## src/rtl/kms_pkg.sv

```systemverilog
`timescale 1ns / 1ps
package kms_pkg;

   localparam int LANE_W = 3;
   localparam int KEY_W  = 64;
   localparam int VAL_W  = 64;
   localparam int CFG_W  = 4;

   localparam logic [CFG_W-1:0] LANES_USED_RESET = 4'd8;

   // one queued item, classified by the front end
   typedef struct packed {
      logic [LANE_W-1:0] lane;
      logic [KEY_W-1:0]  key;
      logic [VAL_W-1:0]  value;
      logic              stream_end;
      logic              in_use;
   } item_type;

   typedef enum logic [2:0] {
      ST_IDLE,
      ST_EVAL,
      ST_SCAN,
      ST_EMIT,
      ST_DONE
   } state_type;

endpackage

```

## src/rtl/kms_front.sv

```systemverilog
`timescale 1ns / 1ps
module kms_front #(
   parameter int LANES = 8,
   parameter int CW    = $clog2(LANES + 1)
) (
   input  logic                          clock,
   input  logic                          reset,
   input  logic [CW-1:0]                 n_act,
   input  logic                          req_valid,
   output logic                          req_stall,
   input  logic [kms_pkg::LANE_W-1:0]    req_lane,
   input  logic signed [kms_pkg::KEY_W-1:0] req_entry_key,
   input  logic [kms_pkg::VAL_W-1:0]     req_entry_value,
   input  logic                          req_stream_end,
   output logic                          q_valid,
   output kms_pkg::item_type             q_item,
   input  logic                          q_pop
);

   localparam int CMPW = (CW > kms_pkg::LANE_W) ? CW : kms_pkg::LANE_W;

   kms_pkg::item_type q_ff [2];
   logic              wr_ptr_ff, wr_ptr_in;
   logic              rd_ptr_ff, rd_ptr_in;
   logic [1:0]        count_ff, count_in;
   logic              push;
   kms_pkg::item_type new_item;

   assign req_stall = (count_ff == 2'd2);
   assign push      = req_valid && !req_stall;
   assign q_valid   = (count_ff != 2'd0);
   assign q_item    = q_ff[rd_ptr_ff];

   always_comb begin
      new_item.lane       = req_lane;
      new_item.key        = req_entry_key;
      new_item.value      = req_entry_value;
      new_item.stream_end = req_stream_end;
      // lanes at or above the active count are treated as closed
      new_item.in_use     = (CMPW'(req_lane) < CMPW'(n_act));
   end

   always_comb begin
      wr_ptr_in = push ? !wr_ptr_ff : wr_ptr_ff;
      rd_ptr_in = q_pop ? !rd_ptr_ff : rd_ptr_ff;
      count_in  = count_ff;
      if (push && !q_pop) begin
         count_in = count_ff + 2'd1;
      end else if (!push && q_pop) begin
         count_in = count_ff - 2'd1;
      end
   end

   always_ff @(posedge clock) begin
      if (reset) begin
         wr_ptr_ff <= 1'b0;
         rd_ptr_ff <= 1'b0;
         count_ff  <= 2'd0;
      end else begin
         wr_ptr_ff <= wr_ptr_in;
         rd_ptr_ff <= rd_ptr_in;
         count_ff  <= count_in;
      end
   end

   always_ff @(posedge clock) begin
      if (push) begin
         q_ff[wr_ptr_ff] <= new_item;
      end
   end

endmodule

```

## src/rtl/kms_back.sv

```systemverilog
`timescale 1ns / 1ps
module kms_back #(
   parameter int LANES = 8,
   parameter int CW    = $clog2(LANES + 1),
   parameter int IW    = $clog2(LANES)
) (
   input  logic                             clock,
   input  logic                             reset,
   input  logic [CW-1:0]                    n_act,
   input  logic                             q_valid,
   input  kms_pkg::item_type                q_item,
   output logic                             q_pop,
   output logic                             rsp_valid,
   input  logic                             rsp_stall,
   output logic [kms_pkg::VAL_W-1:0]        rsp_out_value,
   output logic signed [kms_pkg::KEY_W-1:0] rsp_out_key,
   output logic [kms_pkg::LANE_W-1:0]       rsp_source_lane,
   output logic                             rsp_done_res
);

   localparam int KW = kms_pkg::KEY_W;
   localparam int VW = kms_pkg::VAL_W;

   // head store: key in the upper half, value in the lower
   logic [KW+VW-1:0] head_mem [LANES];
   logic [KW+VW-1:0] rd_data_ff;

   kms_pkg::state_type state_ff, state_in;
   logic [LANES-1:0]   full_ff, full_in;
   logic [LANES-1:0]   closed_ff, closed_in;
   logic [LANES-1:0]   in_use_mask;
   logic [CW-1:0]      issue_idx_ff, issue_idx_in;
   logic               cmp_valid_ff, cmp_valid_in;
   logic [IW-1:0]      cmp_idx_ff, cmp_idx_in;
   logic               best_valid_ff, best_valid_in;
   logic [KW-1:0]      best_key_ff, best_key_in;
   logic [VW-1:0]      best_val_ff, best_val_in;
   logic [IW-1:0]      best_idx_ff, best_idx_in;
   logic               rsp_valid_ff, rsp_valid_in;
   logic [VW-1:0]      rsp_value_ff, rsp_value_in;
   logic [KW-1:0]      rsp_key_ff, rsp_key_in;
   logic [kms_pkg::LANE_W-1:0] rsp_lane_ff, rsp_lane_in;
   logic               rsp_done_ff, rsp_done_in;
   logic               rsp_load;
   logic               out_free;
   logic               mem_we;
   logic [IW-1:0]      item_idx;
   logic               rd_en;
   logic [CW-1:0]      n_last;
   logic               any_open;
   logic               all_full;
   logic [KW-1:0]      rd_key;
   logic [VW-1:0]      rd_val;

   assign out_free = !rsp_valid_ff || !rsp_stall;
   assign item_idx = IW'(q_item.lane);
   assign n_last   = CW'(n_act - 1'b1);
   assign rd_key   = rd_data_ff[KW+VW-1:VW];
   assign rd_val   = rd_data_ff[VW-1:0];

   always_comb begin
      for (int i = 0; i < LANES; i++) begin
         in_use_mask[i] = (i < int'(n_act));
      end
   end

   assign any_open = |(in_use_mask & ~closed_ff);
   assign all_full = &(~in_use_mask | closed_ff | full_ff);

   always_comb begin
      state_in      = state_ff;
      full_in       = full_ff;
      closed_in     = closed_ff;
      issue_idx_in  = issue_idx_ff;
      cmp_valid_in  = 1'b0;
      cmp_idx_in    = cmp_idx_ff;
      best_valid_in = best_valid_ff;
      best_key_in   = best_key_ff;
      best_val_in   = best_val_ff;
      best_idx_in   = best_idx_ff;
      rsp_valid_in  = rsp_valid_ff && rsp_stall;
      rsp_load      = 1'b0;
      rsp_value_in  = rsp_value_ff;
      rsp_key_in    = rsp_key_ff;
      rsp_lane_in   = rsp_lane_ff;
      rsp_done_in   = rsp_done_ff;
      q_pop         = 1'b0;
      mem_we        = 1'b0;
      rd_en         = 1'b0;

      case (state_ff)
         kms_pkg::ST_IDLE: begin
            if (q_valid) begin
               q_pop    = 1'b1;
               state_in = kms_pkg::ST_EVAL;
               if (q_item.in_use && !closed_ff[item_idx]) begin
                  if (q_item.stream_end) begin
                     closed_in[item_idx] = 1'b1;
                     full_in[item_idx]   = 1'b0;
                  end else if (!full_ff[item_idx]) begin
                     full_in[item_idx] = 1'b1;
                     mem_we            = 1'b1;
                  end
               end
            end
         end
         kms_pkg::ST_EVAL: begin
            issue_idx_in  = '0;
            best_valid_in = 1'b0;
            if (!any_open) begin
               state_in = kms_pkg::ST_DONE;
            end else if (!all_full) begin
               state_in = kms_pkg::ST_IDLE;
            end else begin
               state_in = kms_pkg::ST_SCAN;
            end
         end
         kms_pkg::ST_SCAN: begin
            // issue one head read per cycle, compare it in the next cycle
            if (issue_idx_ff < n_act) begin
               rd_en        = 1'b1;
               cmp_valid_in = 1'b1;
               cmp_idx_in   = issue_idx_ff[IW-1:0];
               issue_idx_in = CW'(issue_idx_ff + 1'b1);
            end
            if (cmp_valid_ff) begin
               if (full_ff[cmp_idx_ff] &&
                   (!best_valid_ff || $signed(rd_key) < $signed(best_key_ff))) begin
                  best_valid_in = 1'b1;
                  best_key_in   = rd_key;
                  best_val_in   = rd_val;
                  best_idx_in   = cmp_idx_ff;
               end
               if (CW'(cmp_idx_ff) == n_last) begin
                  state_in = kms_pkg::ST_EMIT;
               end
            end
         end
         kms_pkg::ST_EMIT: begin
            if (out_free) begin
               rsp_load              = 1'b1;
               rsp_valid_in          = 1'b1;
               rsp_value_in          = best_val_ff;
               rsp_key_in            = best_key_ff;
               rsp_lane_in           = kms_pkg::LANE_W'(best_idx_ff);
               rsp_done_in           = 1'b0;
               full_in[best_idx_ff]  = 1'b0;
               state_in              = kms_pkg::ST_IDLE;
            end
         end
         kms_pkg::ST_DONE: begin
            if (out_free) begin
               rsp_load     = 1'b1;
               rsp_valid_in = 1'b1;
               rsp_value_in = '0;
               rsp_key_in   = '0;
               rsp_lane_in  = '0;
               rsp_done_in  = 1'b1;
               full_in      = '0;
               closed_in    = '0;
               state_in     = kms_pkg::ST_IDLE;
            end
         end
         default: begin
            state_in = kms_pkg::ST_IDLE;
         end
      endcase
   end

   always_ff @(posedge clock) begin
      if (reset) begin
         state_ff      <= kms_pkg::ST_IDLE;
         full_ff       <= '0;
         closed_ff     <= '0;
         cmp_valid_ff  <= 1'b0;
         best_valid_ff <= 1'b0;
         rsp_valid_ff  <= 1'b0;
      end else begin
         state_ff      <= state_in;
         full_ff       <= full_in;
         closed_ff     <= closed_in;
         cmp_valid_ff  <= cmp_valid_in;
         best_valid_ff <= best_valid_in;
         rsp_valid_ff  <= rsp_valid_in;
      end
   end

   always_ff @(posedge clock) begin
      issue_idx_ff <= issue_idx_in;
      cmp_idx_ff   <= cmp_idx_in;
      best_key_ff  <= best_key_in;
      best_val_ff  <= best_val_in;
      best_idx_ff  <= best_idx_in;
      if (rsp_load) begin
         rsp_value_ff <= rsp_value_in;
         rsp_key_ff   <= rsp_key_in;
         rsp_lane_ff  <= rsp_lane_in;
         rsp_done_ff  <= rsp_done_in;
      end
   end

   always_ff @(posedge clock) begin
      if (mem_we) begin
         head_mem[item_idx] <= {q_item.key, q_item.value};
      end
      if (rd_en) begin
         rd_data_ff <= head_mem[issue_idx_ff[IW-1:0]];
      end
   end

   assign rsp_valid       = rsp_valid_ff;
   assign rsp_out_value   = rsp_value_ff;
   assign rsp_out_key     = rsp_key_ff;
   assign rsp_source_lane = rsp_lane_ff;
   assign rsp_done_res    = rsp_done_ff;

`ifndef NO_ASSERTIONS
   a_full_not_closed: assert property (@(posedge clock) disable iff (reset)
      (full_ff & closed_ff) == '0)
      else $error("lane both full and closed");

   a_emit_has_best: assert property (@(posedge clock) disable iff (reset)
      state_ff == kms_pkg::ST_EMIT |-> best_valid_ff)
      else $error("emit without a selected head");

   a_emit_drains_lane: assert property (@(posedge clock) disable iff (reset)
      state_ff == kms_pkg::ST_EMIT && out_free |=>
         rsp_valid_ff && !rsp_done_ff && !full_ff[$past(best_idx_ff)])
      else $error("emitted lane not emptied");

   a_done_clears: assert property (@(posedge clock) disable iff (reset)
      state_ff == kms_pkg::ST_DONE && out_free |=>
         full_ff == '0 && closed_ff == '0 && rsp_done_ff)
      else $error("done did not clear lanes");

   a_cmp_in_range: assert property (@(posedge clock) disable iff (reset)
      cmp_valid_ff |-> CW'(cmp_idx_ff) < n_act)
      else $error("compare beyond active lanes");
`endif

endmodule

```

## src/rtl/kway_merge_select.sv

```systemverilog
`timescale 1ns / 1ps
// K-way merge of key-sorted streams.
// req_*: one item per accepted cycle (req_valid high, req_stall low). An item
//   fills the head of lane req_lane with key and value, or closes the lane
//   when req_stream_end is set. Items for lanes at or above lanes_used, for
//   closed lanes, or rows for a lane whose head is still full, change nothing.
// rsp_*: once every open lane in use holds a head, the smallest signed key
//   is sent (lowest lane on ties) and that lane waits for a refill. When no
//   lane in use is open, one result with rsp_done_res set and zero fields is
//   sent and all lanes return to empty and open.
// csr_*: writes lanes_used (always ready); write only while the block is idle.
// Flow: a two-entry input queue feeds a sequencer. Each item passes the idle
//   and evaluate states; one that ends the merge then sends the done result,
//   and one that gives a row runs the head scan, which reads one lane per
//   cycle from the head memory for n lanes, n being lanes_used held to
//   1..LANES, then emits the row. No new item is taken until the last is done.
// rsp_stall holds the result register; the queue keeps accepting until it
//   is full, then req_stall rises.
// Reset: lanes_used returns to 8, all lanes empty and open, queue empty.
module kway_merge_select #(
   parameter int LANES = 8
) (
   input  logic                             clock,
   input  logic                             reset,
   input  logic                             req_valid,
   output logic                             req_stall,
   input  logic [kms_pkg::LANE_W-1:0]       req_lane,
   input  logic signed [kms_pkg::KEY_W-1:0] req_entry_key,
   input  logic [kms_pkg::VAL_W-1:0]        req_entry_value,
   input  logic                             req_stream_end,
   output logic                             rsp_valid,
   input  logic                             rsp_stall,
   output logic [kms_pkg::VAL_W-1:0]        rsp_out_value,
   output logic signed [kms_pkg::KEY_W-1:0] rsp_out_key,
   output logic [kms_pkg::LANE_W-1:0]       rsp_source_lane,
   output logic                             rsp_done_res,
   input  logic                             csr_valid,
   output logic                             csr_ready,
   input  logic [kms_pkg::CFG_W-1:0]        csr_lanes_used
);

   localparam int CW = $clog2(LANES + 1);

   logic [kms_pkg::CFG_W-1:0] lanes_used_ff, lanes_used_in;
   logic [CW-1:0]             n_act;
   logic                      q_valid;
   logic                      q_pop;
   kms_pkg::item_type         q_item;

   assign csr_ready = 1'b1;

   always_comb begin
      lanes_used_in = lanes_used_ff;
      if (csr_valid && csr_ready) begin
         lanes_used_in = csr_lanes_used;
      end
   end

   always_ff @(posedge clock) begin
      if (reset) begin
         lanes_used_ff <= kms_pkg::LANES_USED_RESET;
      end else begin
         lanes_used_ff <= lanes_used_in;
      end
   end

   // clamp to 1..LANES
   always_comb begin
      if (lanes_used_ff == '0) begin
         n_act = CW'(1);
      end else if (int'(lanes_used_ff) > LANES) begin
         n_act = CW'(LANES);
      end else begin
         n_act = CW'(lanes_used_ff);
      end
   end

   kms_front #(
      .LANES (LANES)
   ) u_front (
      .clock           (clock),
      .reset           (reset),
      .n_act           (n_act),
      .req_valid       (req_valid),
      .req_stall       (req_stall),
      .req_lane        (req_lane),
      .req_entry_key   (req_entry_key),
      .req_entry_value (req_entry_value),
      .req_stream_end  (req_stream_end),
      .q_valid         (q_valid),
      .q_item          (q_item),
      .q_pop           (q_pop)
   );

   kms_back #(
      .LANES (LANES)
   ) u_back (
      .clock           (clock),
      .reset           (reset),
      .n_act           (n_act),
      .q_valid         (q_valid),
      .q_item          (q_item),
      .q_pop           (q_pop),
      .rsp_valid       (rsp_valid),
      .rsp_stall       (rsp_stall),
      .rsp_out_value   (rsp_out_value),
      .rsp_out_key     (rsp_out_key),
      .rsp_source_lane (rsp_source_lane),
      .rsp_done_res    (rsp_done_res)
   );

endmodule
```

## config.mk

```make
export PLATFORM = sky130hd
export DESIGN_NAME = kway_merge_select
export DESIGN_NICKNAME = d
export VERILOG_FILES = /design/src/rtl/kms_pkg.sv /design/src/rtl/kms_front.sv /design/src/rtl/kms_back.sv /design/src/rtl/kway_merge_select.sv
export SDC_FILE = /design/constraint.sdc
export NUM_CORES = 2
export LEC_CHECK = 0
export ABC_AREA = 0
export BUFFER_PORTS_ARGS = -buffer_cell sky130_fd_sc_hd__buf_4
export CORE_MARGIN = 2
export CORE_UTILIZATION = 40
export DETAILED_ROUTE_END_ITERATION = 10
export MAX_ROUTING_LAYER = met4
export PLACE_DENSITY = 0.55
export SLEW_MARGIN = 20
export SYNTH_ARGS = -nofsm -noshare
export SYNTH_HDL_FRONTEND = slang
export SYNTH_SLANG_ARGS = --single-unit
export TNS_END_PERCENT = 1
```

## constraint.sdc

```tcl
create_clock -name clock -period 15.3 [get_ports clock]
set_clock_uncertainty 0.2 [all_clocks]
set_input_delay 3.825 -clock clock [delete_from_list [all_inputs] [get_ports clock]]
set_output_delay 3.825 -clock clock [all_outputs]
set_load 0.01 [all_outputs]
```

==> impl_metrics.py <==
metrics = {
    "status": {
        "status": "complete, no violations",
    },
    "clocking": {
        "clock_sinks": 1719,
        "cts_max_level": 4,
        "post_cts_buffers": 0,
        "cts_resized": 0,
        "root_buffer": "clkbuf_16",
        "cts_hold_buf": 0,
        "path_clk_slew_ns": 0.06,
        "cts_tree": "built",
        "clkLatencyLatePin_ns": 0.80,
        "cts_buffers": 176,
        "cts_buffer_depth": 3,
    },
    "run": {
        "maxCapViolCount": 0,
    },
    "critical_path": {
        "crit_slowest_cell": "buf_4",
        "rr_worst_depth": 9,
        "rrSetupSlack_ns": 9.20,
        "path_max_fanout": 49,
        "cp.arrival_ns": 6.35,
        "startpoint_type": "input pin",
        "cp.required_ns": 15.51,
        "cp_common_cell": "buf_4",
        "cp_slowest_stage_delay_ns": 0.81,
        "crit_start": "req_valid",
        "critical_path_class": "in -> reg",
        "critPathCaptureType": "flip-flop",
        "cp_cell_sequence": "buf_4 -> nand2_1 -> nor2_4 -> buf_4 -> buf_4 -> buf_4",
        "timing.rr.end": "u_back.head_mem[0][29]$_DFFE_PP_",
    },
    "synthesis": {
        "synth_area_leaders": "edfxtp_1 (79%), mux4_2 (9.0%), mux2_2 (4.5%), ha_1 (1.4%), dfxtp_1 (0.97%)",
        "synth_area_mm2": 0.0642,
        "synth.yosys.seq_area_share_pct": 79.9,
        "ys.flop_type": "edfxtp_1",
        "async_reset_ff_share_pct": 0,
        "synth_edf_count": 1688,
        "ys_types": 62,
        "yosys_warnings": 0,
        "synth_nets": 3178,
        "ys_seq_elements": 1719,
        "synth_top_area_share_pct": 78.9,
        "synth_area_per_cell_um2": 21.7,
        "synthCells": 2963,
        "synth_top_cell_by_area": "edfxtp_1",
    },
    "finish": {
        "stdcell_count": 5583,
        "layout-drive-gt1-share_pct": 31.5,
        "nets": 3568,
        "area_growth_pct": 16.0,
        "fillCellCount": 13400,
    },
    "global_route": {
        "track_usage_pct": 17.9,
        "grt_antenna_before_repair": 13,
        "grt_max_degree": 140,
        "grt_pass1_wl_um": 206000,
        "grt_pass1_vias": 30200,
        "overflow": 0,
    },
    "timing": {
        "setup_viol_count_final": 0,
        "fin_setup_tns_ns": 0,
        "final_hold_viol_count": 0,
        "finalCriticalPeriod_ns": 6.14,
        "finalWorstSetupSlack_ns": 9.16,
        "finalMaxSlewViolations": 0,
        "rsz0062_at_grt": "no",
        "max_freq_ghz": 0.163,
        "whs_ns": 0.206,
        "worst_pin_slew_ns": 1.10,
        "slew_headroom_pct": 27.0,
        "fin_crit_sh_pct": 40.1,
    },
    "floorplanning": {
        "start_util_pct": 40.1,
        "std_cell_rows": 147,
        "dieArea_mm2": 0.164,
        "die_w_um": 405,
        "die_h_um": 405,
        "ios": 276,
        "coreArea_mm2": 0.160,
    },
    "hold_path": {
        "whs_path_depth": 0,
        "worstHoldEndpoint": "u_back.best_val_ff[51]$_DFFE_PP_",
        "min-delay-start": "u_back.rd_data_ff[51]$_DFFE_PP_",
        "hold_class": "reg -> reg",
    },
    "drt": {
        "post_drt_wl_per_cell_um": 25.5,
        "firstDrtPassIters": 7,
        "remaining_drc_errors": 0,
        "vias": 29100,
        "drtIter0Drc": 2481,
        "antenna_left": 0,
        "vias_per_cell": 5.22,
        "wirelength_um": 142000,
    },
    "power": {
        "vdd_drop_max_v": 0.000118,
        "p_leak_nw": 24.3,
        "p_total_mw": 11.2,
        "power_density_mw_per_mm2": 150,
    },
    "place": {
        "place_congestion": 0.806,
        "placed_cells": 5261,
        "portBuffers": 274,
        "dp_hpwl_um": 78500,
        "place_ws_ns": 8.21,
    },
}
[worst max path at each step]
stage / slack (ns) / cells after the start / endpoint
floorplan: 3.18 / 8 / u_back.best_idx_ff[0]$_DFFE_PP_
global placement: 8.26 / 6 / u_front.q_ff[0][31]$_DFFE_PP_
detailed placement: 8.21 / 6 / u_front.q_ff[0][35]$_DFFE_PP_
CTS: 9.06 / 9 / u_back.head_mem[0][4]$_DFFE_PP_
global route: 8.90 / 9 / u_back.head_mem[0][5]$_DFFE_PP_
finish: 9.16 / 6 / u_front.q_ff[0][24]$_DFFE_PP_
[cell families (layout without fill, tap and decap cells)]
kind of cell	count (synthesis)	after routing	share of synthesized area, %
multiplexers	526	526	13.7
XOR/XNOR	9	9	0.123
AND/OR/NAND/NOR	302	302	2.25
buffers and inverters	197	728	1.20
adder cells (fa/ha/maj)	74	74	1.44
other	1	4	0.00584
flip-flops	1719	1719	79.9
AO/OA/AOI/OAI	135	135	1.37
[power breakdown]
part           total, mW  internal (mW)  switching, mW
Clock               4.12           2.34           1.79
Combinational       1.27          0.505          0.763
Sequential          5.77           5.69         0.0770
Total               11.2           8.53           2.63
[stage by stage]
| step | utilization, % | cell area, um2 |
|---|---|---|
| floorplan | - | 64200 |
| global placement | 43.1 | 69000 |
| detailed placement | 43.1 | 69000 |
| CTS | 46.6 | 74500 |
| global route | 46.6 | 74500 |
| finish | 46.6 | 74600 |
[critical path: cells and delay by family]
family,cells,cell delay (ns)
AND/OR/NAND/NOR,2,0.22
buffers and inverters,4,2.21
[cell type report]
cell class	count	area, um2	share of cell area, %
clock inverter	96	901	1.21
tap	2086	2610	3.50
antenna	3	7.51	0.0101
timing repair buffer	325	2480	3.32
clock buffer	223	4670	6.26
inverter	84	329	0.441
multi-input combinational	1047	12200	16.4
sequential	1719	51300	68.8
[state kept, by name, indices dropped and copies added, names as in the netlist, named ones only]
name / cells
u_back.best_key_ff: 64
u_front.q_ff: 266
u_back.closed_ff: 8
u_back.rsp_valid: 1
u_back.rsp_source_lane: 3
u_back.head_mem: 1024
u_front.rd_ptr_ff: 1
u_back.rsp_out_key: 64
u_back.best_val_ff: 64
u_back.rsp_out_value: 64
u_front.wr_ptr_ff: 1
u_back.rsp_done_res: 1
u_back.cmp_idx_ff: 3
lanes_used_ff: 4
u_back.best_valid_ff: 1
u_back.cmp_valid_ff: 1
u_back.rd_data_ff: 128
u_back.state_ff: 3
u_front.count_ff: 2
u_back.issue_idx_ff: 4
u_back.best_idx_ff: 3
[metal layers]
metal	vias to the layer above	global-route usage, %	part of all wire, %
met4	0	4.38	1.8
li1	12800	-	-
met3	184	3.34	5.0
met2	734	28.9	49
met5	-	-	0
met1	15400	23.6	44
[cell usage after synthesis (4+ instances only)]
| cell type | n |
|---|---|
| a31oi_1 | 8 |
| o21a_1 | 5 |
| clkbuf_1 | 74 |
| o32ai_1 | 5 |
| nor3_1 | 8 |
| a221oi_1 | 4 |
| a21oi_1 | 40 |
| nor2_1 | 115 |
| mux2i_1 | 8 |
| nand2_1 | 59 |
| and3_1 | 5 |
| nor2b_1 | 4 |
| and2_1 | 67 |
| nand3_1 | 10 |
| buf_1 | 19 |
| edfxtp_1 | 1688 |
| o21ai_0 | 31 |
| buf_2 | 18 |
| nand2b_1 | 8 |
| mux4_2 | 258 |
| ha_1 | 74 |
| nor4_1 | 4 |
| xor2_1 | 7 |
| mux2_2 | 258 |
| inv_1 | 84 |
| dfxtp_1 | 31 |
| nand4_1 | 11 |
| o32a_1 | 4 |
| a211oi_1 | 10 |
[cell usage in the layout, fill, tap and decap left out, types with 42 or more instances in the layout]
master        n
clkbuf_1     43
clkbuf_16   180
ha_1         74
nor2_1      106
edfxtp_1   1688
clkinv_1     42
and2_1       67
buf_4       322
mux4_2      258
mux2_2      258
inv_1        81
nand2_1      58
(Power assumes the default switching activity.)
